[src/rtl/lcd4_pkg.sv]
// Shared types, codes and constant tables for the 4-bit character LCD controller.
package lcd4_pkg;

  localparam int QUEUE_DEPTH = 2;
  localparam int PULSE_W     = 10;
  localparam int HOLD_W      = 20;
  localparam int CFG_IDX_W   = 2;
  localparam int STEP_W      = 5;
  localparam int INIT_LAST   = 28;
  localparam int BYTE_LAST   = 3;

  localparam logic [PULSE_W-1:0] PULSE_RESET = 10'd40;
  localparam logic [HOLD_W-1:0]  POWER_RESET = 20'd50000;

  localparam logic [7:0] ADDR_ROW1  = 8'h80;
  localparam logic [7:0] ADDR_ROW2  = 8'hC0;
  localparam logic [7:0] CMD_CLEAR  = 8'h01;
  localparam logic [7:0] CMD_HOME   = 8'h02;

  typedef enum logic [2:0] {
    OP_DATA   = 3'd0,
    OP_CMD    = 3'd1,
    OP_INIT   = 3'd2,
    OP_CURSOR = 3'd3,
    OP_CLEAR  = 3'd4,
    OP_HOME   = 3'd5
  } op_t;

  typedef enum logic [CFG_IDX_W-1:0] {
    CFG_PULSE = 2'd0,
    CFG_POWER = 2'd1
  } cfg_idx_t;

  typedef enum logic [2:0] {
    EX_NONE,
    EX_1000,
    EX_2000,
    EX_5000,
    EX_10000
  } extra_t;

  typedef enum logic {
    ST_IDLE,
    ST_RUN
  } back_state_t;

  typedef struct packed {
    logic [2:0] operation;
    logic [7:0] byte_value;
    logic [1:0] row;
    logic [6:0] column;
  } in_item_t;

  typedef struct packed {
    logic              reg_select;
    logic              read_not_write;
    logic              enable_pin;
    logic [3:0]        nibble;
    logic [HOLD_W-1:0] hold_us;
    logic              last;
  } out_item_t;

  // One classified request as it waits for the sequencer.
  typedef struct packed {
    logic       is_init;
    logic       reg_select;
    logic [7:0] cmd_byte;
    extra_t     extra;
  } desc_t;

  typedef struct packed {
    logic full;
    logic empty;
  } queue_stat_t;

  typedef struct packed {
    logic [3:0] nib;
    extra_t     extra;
  } init_nib_t;

  function automatic logic [13:0] extra_us(input extra_t code);
    logic [13:0] v;
    unique case (code)
      EX_NONE:  v = 14'd0;
      EX_1000:  v = 14'd1000;
      EX_2000:  v = 14'd2000;
      EX_5000:  v = 14'd5000;
      EX_10000: v = 14'd10000;
      default:  v = 14'd0;
    endcase
    return v;
  endfunction

  // Power-on nibble sequence: four wake-up nibbles, then five command bytes.
  function automatic init_nib_t init_nib(input logic [3:0] idx);
    init_nib_t e;
    unique case (idx)
      4'd0:    e = '{nib: 4'h3, extra: EX_5000};
      4'd1:    e = '{nib: 4'h3, extra: EX_1000};
      4'd2:    e = '{nib: 4'h3, extra: EX_10000};
      4'd3:    e = '{nib: 4'h2, extra: EX_10000};
      4'd4:    e = '{nib: 4'h2, extra: EX_NONE};
      4'd5:    e = '{nib: 4'h8, extra: EX_1000};
      4'd6:    e = '{nib: 4'h0, extra: EX_NONE};
      4'd7:    e = '{nib: 4'h8, extra: EX_1000};
      4'd8:    e = '{nib: 4'h0, extra: EX_NONE};
      4'd9:    e = '{nib: 4'h1, extra: EX_1000};
      4'd10:   e = '{nib: 4'h0, extra: EX_NONE};
      4'd11:   e = '{nib: 4'h6, extra: EX_1000};
      4'd12:   e = '{nib: 4'h0, extra: EX_NONE};
      4'd13:   e = '{nib: 4'hC, extra: EX_NONE};
      default: e = '{nib: 4'h0, extra: EX_NONE};
    endcase
    return e;
  endfunction

endpackage

[src/rtl/lcd4_front.sv]
// Request classifier: turns an accepted request into a sequencer descriptor.
module lcd4_front (
  input  logic                  in_valid,
  output logic                  in_ready,
  input  lcd4_pkg::in_item_t    in_data,
  input  lcd4_pkg::queue_stat_t q_stat,
  output logic                  push,
  output lcd4_pkg::desc_t       push_desc
);
  import lcd4_pkg::*;

  logic       emits;
  logic [7:0] addr;

  assign in_ready = !q_stat.full;

  // Column counts from 1; column zero wraps to the top address.
  assign addr = 8'({1'b0, in_data.column}) - 8'd1;

  always_comb begin
    emits     = 1'b1;
    push_desc = '{is_init: 1'b0, reg_select: 1'b0, cmd_byte: in_data.byte_value,
                  extra: EX_NONE};
    unique case (in_data.operation)
      OP_DATA: begin
        push_desc.reg_select = 1'b1;
      end
      OP_CMD: begin
      end
      OP_INIT: begin
        push_desc.is_init = 1'b1;
      end
      OP_CURSOR: begin
        if (in_data.row == 2'd1) begin
          push_desc.cmd_byte = addr | ADDR_ROW1;
        end else if (in_data.row == 2'd2) begin
          push_desc.cmd_byte = addr | ADDR_ROW2;
        end else begin
          emits = 1'b0;
        end
      end
      OP_CLEAR: begin
        push_desc.cmd_byte = CMD_CLEAR;
        push_desc.extra    = EX_2000;
      end
      OP_HOME: begin
        push_desc.cmd_byte = CMD_HOME;
        push_desc.extra    = EX_2000;
      end
      default: begin
        emits = 1'b0;
      end
    endcase
  end

  // Drop requests that produce no pin steps.
  assign push = in_valid && in_ready && emits;

endmodule

[src/rtl/lcd4_queue.sv]
// Small descriptor queue between the classifier and the sequencer.
module lcd4_queue #(
  parameter int DEPTH = lcd4_pkg::QUEUE_DEPTH
) (
  input  logic                  clk,
  input  logic                  rst_n,
  input  logic                  push,
  input  lcd4_pkg::desc_t       push_desc,
  input  logic                  pop,
  output lcd4_pkg::desc_t       pop_desc,
  output lcd4_pkg::queue_stat_t q_stat
);
  import lcd4_pkg::*;

  localparam int PW = (DEPTH > 1) ? $clog2(DEPTH) : 1;
  localparam int CW = $clog2(DEPTH + 1);

  desc_t         slots_r [DEPTH];
  logic [PW-1:0] wr_ptr_r, wr_ptr_nxt;
  logic [PW-1:0] rd_ptr_r, rd_ptr_nxt;
  logic [CW-1:0] count_r, count_nxt;

  assign q_stat.full  = (count_r == CW'(DEPTH));
  assign q_stat.empty = (count_r == '0);
  assign pop_desc     = slots_r[rd_ptr_r];

  always_comb begin
    wr_ptr_nxt = wr_ptr_r;
    rd_ptr_nxt = rd_ptr_r;
    count_nxt  = count_r;
    if (push) begin
      wr_ptr_nxt = (wr_ptr_r == PW'(DEPTH - 1)) ? '0 : wr_ptr_r + 1'b1;
    end
    if (pop) begin
      rd_ptr_nxt = (rd_ptr_r == PW'(DEPTH - 1)) ? '0 : rd_ptr_r + 1'b1;
    end
    if (push && !pop) begin
      count_nxt = count_r + 1'b1;
    end else if (pop && !push) begin
      count_nxt = count_r - 1'b1;
    end
  end

  always_ff @(posedge clk) begin
    if (!rst_n) begin
      wr_ptr_r <= '0;
      rd_ptr_r <= '0;
      count_r  <= '0;
    end else begin
      wr_ptr_r <= wr_ptr_nxt;
      rd_ptr_r <= rd_ptr_nxt;
      count_r  <= count_nxt;
    end
  end

  always_ff @(posedge clk) begin
    if (push) begin
      slots_r[wr_ptr_r] <= push_desc;
    end
  end

endmodule

[src/rtl/lcd4_back.sv]
// Pin-step sequencer: walks a descriptor, one step per cycle unless stalled.
module lcd4_back (
  input  logic                          clk,
  input  logic                          rst_n,
  input  lcd4_pkg::queue_stat_t         q_stat,
  input  lcd4_pkg::desc_t               pop_desc,
  output logic                          pop,
  input  logic [lcd4_pkg::PULSE_W-1:0]  pulse_us,
  input  logic [lcd4_pkg::HOLD_W-1:0]   power_on_wait_us,
  output logic                          out_valid,
  input  logic                          out_ready,
  output lcd4_pkg::out_item_t           out_data
);
  import lcd4_pkg::*;

  back_state_t       state_r, state_nxt;
  desc_t             desc_r;
  logic [STEP_W-1:0] step_r, step_nxt;
  logic              out_valid_r, out_valid_nxt;
  out_item_t         out_r;

  logic              load;
  logic              step_last;
  out_item_t         step_item;
  logic [STEP_W-1:0] s1;
  init_nib_t         ient;
  logic [3:0]        nib;
  extra_t            extra;
  logic              en;

  // Next state
  always_comb begin
    state_nxt = state_r;
    unique case (state_r)
      ST_IDLE: begin
        if (!q_stat.empty) begin
          state_nxt = ST_RUN;
        end
      end
      ST_RUN: begin
        if (load && step_last) begin
          state_nxt = ST_IDLE;
        end
      end
      default: state_nxt = ST_IDLE;
    endcase
  end

  // Step contents
  always_comb begin
    s1    = step_r - 1'b1;
    ient  = init_nib(s1[4:1]);
    nib   = 4'h0;
    extra = EX_NONE;
    en    = 1'b0;
    if (desc_r.is_init) begin
      en        = !s1[0];
      nib       = ient.nib;
      extra     = ient.extra;
      step_last = (step_r == STEP_W'(INIT_LAST));
    end else begin
      en        = !step_r[0];
      nib       = step_r[1] ? desc_r.cmd_byte[3:0] : desc_r.cmd_byte[7:4];
      extra     = step_r[1] ? desc_r.extra : EX_NONE;
      step_last = (step_r == STEP_W'(BYTE_LAST));
    end
    step_item.reg_select     = desc_r.reg_select;
    step_item.read_not_write = 1'b0;
    step_item.enable_pin     = en;
    step_item.nibble         = nib;
    step_item.hold_us        = en ? HOLD_W'(pulse_us)
                                  : HOLD_W'(pulse_us) + HOLD_W'(extra_us(extra));
    step_item.last           = step_last;
    // Idle wait step ahead of the init nibbles
    if (desc_r.is_init && step_r == '0) begin
      step_item.enable_pin = 1'b0;
      step_item.nibble     = 4'h0;
      step_item.hold_us    = power_on_wait_us;
    end
  end

  // Outputs and handshake
  always_comb begin
    pop           = (state_r == ST_IDLE) && !q_stat.empty;
    load          = (state_r == ST_RUN) && (!out_valid_r || out_ready);
    step_nxt      = pop ? '0 : (load ? step_r + 1'b1 : step_r);
    out_valid_nxt = load ? 1'b1 : (out_ready ? 1'b0 : out_valid_r);
  end

  always_ff @(posedge clk) begin
    if (!rst_n) begin
      state_r     <= ST_IDLE;
      step_r      <= '0;
      out_valid_r <= 1'b0;
    end else begin
      state_r     <= state_nxt;
      step_r      <= step_nxt;
      out_valid_r <= out_valid_nxt;
    end
  end

  always_ff @(posedge clk) begin
    if (pop) begin
      desc_r <= pop_desc;
    end
    if (load) begin
      out_r <= step_item;
    end
  end

  assign out_valid = out_valid_r;
  assign out_data  = out_r;

endmodule

[src/rtl/char_lcd_nibble_interface.sv]
// 4-bit character LCD controller: classifier, descriptor queue and step sequencer.
// A taken request passes the queue and the sequencer state before its first pin step
// is registered at the output. Throughput: one pin step per cycle while out_ready allows;
// between requests the sequencer returns to idle; the queue absorbs requests meanwhile.
// Requests that emit no steps are dropped at the input in the cycle they are taken.
// Reset (rst_n low, synchronous) empties the queue and sets pulse_us 40, power wait 50000.
module char_lcd_nibble_interface #(
  parameter int QUEUE_DEPTH = lcd4_pkg::QUEUE_DEPTH
) (
  input  logic                            clk,
  input  logic                            rst_n,
  input  logic                            in_valid,
  output logic                            in_ready,
  input  lcd4_pkg::in_item_t              in_data,
  output logic                            out_valid,
  input  logic                            out_ready,
  output lcd4_pkg::out_item_t             out_data,
  input  logic                            cfg_valid,
  output logic                            cfg_ready,
  input  logic [lcd4_pkg::CFG_IDX_W-1:0]  cfg_index,
  input  logic [lcd4_pkg::HOLD_W-1:0]     cfg_data
);
  import lcd4_pkg::*;

  logic [PULSE_W-1:0] pulse_r, pulse_nxt;
  logic [HOLD_W-1:0]  power_r, power_nxt;

  queue_stat_t q_stat;
  logic        push;
  logic        pop;
  desc_t       push_desc;
  desc_t       pop_desc;

  assign cfg_ready = 1'b1;

  always_comb begin
    pulse_nxt = pulse_r;
    power_nxt = power_r;
    if (cfg_valid) begin
      if (cfg_index == CFG_PULSE) begin
        pulse_nxt = cfg_data[PULSE_W-1:0];
      end else if (cfg_index == CFG_POWER) begin
        power_nxt = cfg_data;
      end
    end
  end

  always_ff @(posedge clk) begin
    if (!rst_n) begin
      pulse_r <= PULSE_RESET;
      power_r <= POWER_RESET;
    end else begin
      pulse_r <= pulse_nxt;
      power_r <= power_nxt;
    end
  end

  lcd4_front u_front (
    .in_valid  (in_valid),
    .in_ready  (in_ready),
    .in_data   (in_data),
    .q_stat    (q_stat),
    .push      (push),
    .push_desc (push_desc)
  );

  lcd4_queue #(
    .DEPTH (QUEUE_DEPTH)
  ) u_queue (
    .clk       (clk),
    .rst_n     (rst_n),
    .push      (push),
    .push_desc (push_desc),
    .pop       (pop),
    .pop_desc  (pop_desc),
    .q_stat    (q_stat)
  );

  lcd4_back u_back (
    .clk              (clk),
    .rst_n            (rst_n),
    .q_stat           (q_stat),
    .pop_desc         (pop_desc),
    .pop              (pop),
    .pulse_us         (pulse_r),
    .power_on_wait_us (power_r),
    .out_valid        (out_valid),
    .out_ready        (out_ready),
    .out_data         (out_data)
  );

endmodule

[config.mk]
export PLATFORM = sky130hd
export DESIGN_NAME = char_lcd_nibble_interface
export DESIGN_NICKNAME = d
export VERILOG_FILES = /design/src/rtl/lcd4_pkg.sv /design/src/rtl/lcd4_front.sv /design/src/rtl/lcd4_queue.sv /design/src/rtl/lcd4_back.sv /design/src/rtl/char_lcd_nibble_interface.sv
export SDC_FILE = /design/constraint.sdc
export NUM_CORES = 1
export LEC_CHECK = 0
export ABC_AREA = 0
export BUFFER_PORTS_ARGS = -buffer_cell sky130_fd_sc_hd__buf_2
export CAP_MARGIN = 20
export CELL_PAD_IN_SITES_DETAIL_PLACEMENT = 2
export CELL_PAD_IN_SITES_GLOBAL_PLACEMENT = 2
export CORE_ASPECT_RATIO = 1.4
export CORE_MARGIN = 10
export CORE_UTILIZATION = 36
export CTS_CLUSTER_DIAMETER = 50
export DETAILED_ROUTE_END_ITERATION = 12
export GPL_TIMING_DRIVEN = 1
export PLACE_DENSITY_LB_ADDON = 0.12
export SYNTH_ARGS = -nofsm -noshare
export SYNTH_HDL_FRONTEND = slang
export SYNTH_SLANG_ARGS = --single-unit
[constraint.sdc]
create_clock -name clk -period 4.3 [get_ports clk]
set_input_delay 0.645 -clock clk [delete_from_list [all_inputs] [get_ports clk]]
set_output_delay 0.645 -clock clk [all_outputs]
set_load 0.03 [all_outputs]
==> reports/results.ini <==
[synth]
synth_seq_area_share=0.518
synthTopCellsByArea=sky130_fd_sc_hd__edfxtp_1, sky130_fd_sc_hd__dfxtp_1, sky130_fd_sc_hd__nand2_1
synth_top_cells_by_count=sky130_fd_sc_hd__nand2_1, sky130_fd_sc_hd__edfxtp_1, sky130_fd_sc_hd__dfxtp_1
syn-instance-count=487
avgSynthCellArea_um2=10.4
synth_edf_count=60
synth.net_count=548
ys_async_sr_fraction=0
yosys_most_used_dff=sky130_fd_sc_hd__edfxtp_1
synth.largest_area_cell=sky130_fd_sc_hd__edfxtp_1
synth_seq_cells=101
post-synth-top-count-cell=sky130_fd_sc_hd__nand2_1
post_synthesis_cell_type_count=68
synth_area_mm2=0.00507
synth.top_cell.area_share=0.356
ys_warn_count=0

[placed_design]
dpl_cell_area_mm2=0.00557
post-place-cells=722
dp_slack_ns=0.791
port_buffers=75
gpl.final_weighted_congestion=0.835
half_perimeter_wire_length_of_the_detailed_placement_result_um=10900

[timing]
setup_slack_ns=0.695
post_layout_minimum_cycle_time_ns=3.60
setup_tns_ns=0
skew_ns=0.00731
final_report_max_slew_violation_count=0
hold_violations=0
peak_freq_ghz=0.277
endpoints_failing_setup=0
max_slew.worst_pin.slew_ns=1.02
slew-limit-headroom=0.317
finalCritPeriodShare=0.838
unrepaired_setup_endpoints_after_global_routing=no

[clock_tree]
clkSlewWorstSetupHoldPaths_ns=0.07
cts_tree=yes
clk-insertion-delay-late_ns=0.35
clock_tree.buffer_depth=2
hold_buffers=0
cts.repair.resized=0
clkSinkCount=101
numCtsBuffers=9
post_cts.repair.setup_buffers=0
clock_tree.htree_level_count=3
cts-root-buf=sky130_fd_sc_hd__clkbuf_16

[global_route]
wire_length_of_the_first_global_routing_pass_um=23900
grtUsageTotal=0.157
grt_max_degree=38
grt.overflow.total=0
number_of_global_route_vias_before_repair=4431
grt_antenna_before_repair=0

[hold_path]
hold_path.startpoint=u_back.desc_r[11]
hold_path_class=register to register
whs_endpoint=u_back.out_data[27]
worstHoldPathCells=0

[detailed_routing]
drt-wirelength-per-cell_um=20.1
vias=3855
drtIter0Drc=101
via_cell_ratio=5.22
detail-route-antenna-nets=0
routed_wl_um=14800
firstDrtPassIters=4
drc_errors=0

[critical_path]
max_stage_delay_ns=0.75
cp_data_arrival_time_ns=3.71
critPathRequiredTime_ns=4.40
path_class=register to register
endpoint_kind=register
worst-r2r-setup-slack_ns=0.70
timing.reg2reg.worst_path_depth=12
crit_fanout=16
timing.rr.end=u_back.out_data[10]
cp_cell_sequence=nor3_1 > or4b_1 > a21oi_1 > o2bb2ai_1 > ha_1 > inv_1 > fa_1 > nor2b_1 > o31a_1 > o31a_1 > a21oi_1 > o221a_1
r2r_start=u_back.step_r[3]
worstSetupStartpointType=register
critical-path-slowest-cell=sky130_fd_sc_hd__dfxtp_1

[pwr]
total_power_w=0.00345
power.density_cell_area_mw_per_mm2=587
power.ir.vdd_worst_uv=247
power.leakage_nw=2.35

[die]
die-area_mm2=0.0193
core-area_mm2=0.0138
placementRows=51
dieWidth_um=120
initial_utilization=0.366
fp.dieH_um=160
ioPinCount=78

[layout]
post_route_cells_drive_above_1_share=0.211
finish.net_count=610
post_route_cell_area_mm2=0.00588
finalNonFillerCells=739
area_growth_syn_to_layout_pct=16.1
insertedDiodeCount=0
fillerInstances=1545

[run]
timing.max_cap.violations=0

[outcome]
run_status=completed

-- per-layer routing --
metal | vias up | global-route usage | share of wire
li1 | 1851 | - | -
met1 | 1915 | 0.163 | 0.39
met2 | 71 | 0.300 | 0.56
met3 | 18 | 0.0267 | 0.033
met4 | 0 | 0.0627 | 0.020
met5 | - | 0 | 0
-- critical path, delay by kind of cell (launching register included) --
family	cells	cell delay (ns)
buffers and inverters	1	0.06
AO/OA/AOI/OAI	6	1.08
adder cells (fa/ha/maj)	2	0.62
AND/OR/NAND/NOR	3	0.84
flip-flops	1	0.75
-- area by class of cell --
type | instances | area [um^2] | share of cell area
repair buffers | 81 | 444 | 0.0755
multi-input cells | 340 | 2240 | 0.381
clock buffers | 9 | 225 | 0.0383
clock inverters | 7 | 57.6 | 0.00979
well taps | 185 | 231 | 0.0394
inverters | 16 | 60.1 | 0.0102
flip-flops and latches | 101 | 2620 | 0.446
-- report_power, final --
| group | leakage, nW | switching (W) | internal [W] |
|---|---|---|---|
| registers | 0.900 | 0.000106 | 0.00128 |
| logic | 1.30 | 0.000828 | 0.000450 |
| clock network | 0.141 | 0.000386 | 0.000402 |
| total | 2.35 | 0.00132 | 0.00213 |
-- state kept, by name, indices dropped and copies added (netlist names) --
name and flops:
power_r 20, pulse_r 10, u_back.desc_r 11, u_back.out_data 27, u_back.out_valid 1, u_back.state_r 1
u_back.step_r 5, u_queue.count_r 2, u_queue.rd_ptr_r 1, u_queue.slots_r 22, u_queue.wr_ptr_r 1
-- worst max-delay path by stage --
| stage | from | end | slack, ns | cells past startpoint |
|---|---|---|---|---|
| after floorplan | u_back.step_r[0] | u_back.out_data[10] | 0.99 | 15 |
| after global placement | u_back.step_r[3] | u_back.out_data[10] | 1.02 | 12 |
| after detailed placement | u_back.step_r[3] | u_back.out_data[10] | 0.79 | 12 |
| after CTS | u_back.step_r[3] | u_back.out_data[10] | 0.70 | 12 |
| after global routing | u_back.step_r[3] | u_back.out_data[10] | 0.48 | 12 |
| final | u_back.step_r[3] | u_back.out_data[10] | 0.70 | 12 |
-- cells by family after synthesis --
family	count (synthesis)	share of synthesized area
buffers and inverters	46	0.0410
XOR/XNOR	19	0.0373
flip-flops	101	0.518
AO/OA/AOI/OAI	101	0.134
other	2	0.00148
AND/OR/NAND/NOR	175	0.172
adder cells (fa/ha/maj)	14	0.0361
multiplexers	29	0.0600
-- per-stage QoR --
step / hold WS (ns) / utilization
after floorplan: 0.400 / -
after global placement: 0.402 / 0.402
after detailed placement: 0.452 / 0.402
after CTS: 0.473 / 0.423
after global routing: 0.474 / 0.425
final: 0.460 / 0.425
-- cell usage in the layout (no fill, tap or decap), drive strengths merged, types with 9 or more instances in the layout --
| master | instances |
|---|---|
| edfxtp | 60 |
| buf | 81 |
| nand3 | 11 |
| nor2b | 16 |
| clkbuf | 9 |
| a21oi | 22 |
| mux2i | 18 |
| nor2 | 26 |
| xnor2 | 12 |
| o21ai | 24 |
| nand2 | 72 |
| ha | 13 |
| dfxtp | 41 |
| a21boi | 17 |
| mux2 | 11 |
| inv | 19 |
No activity file was read; power rests on OpenSTA's default activity.
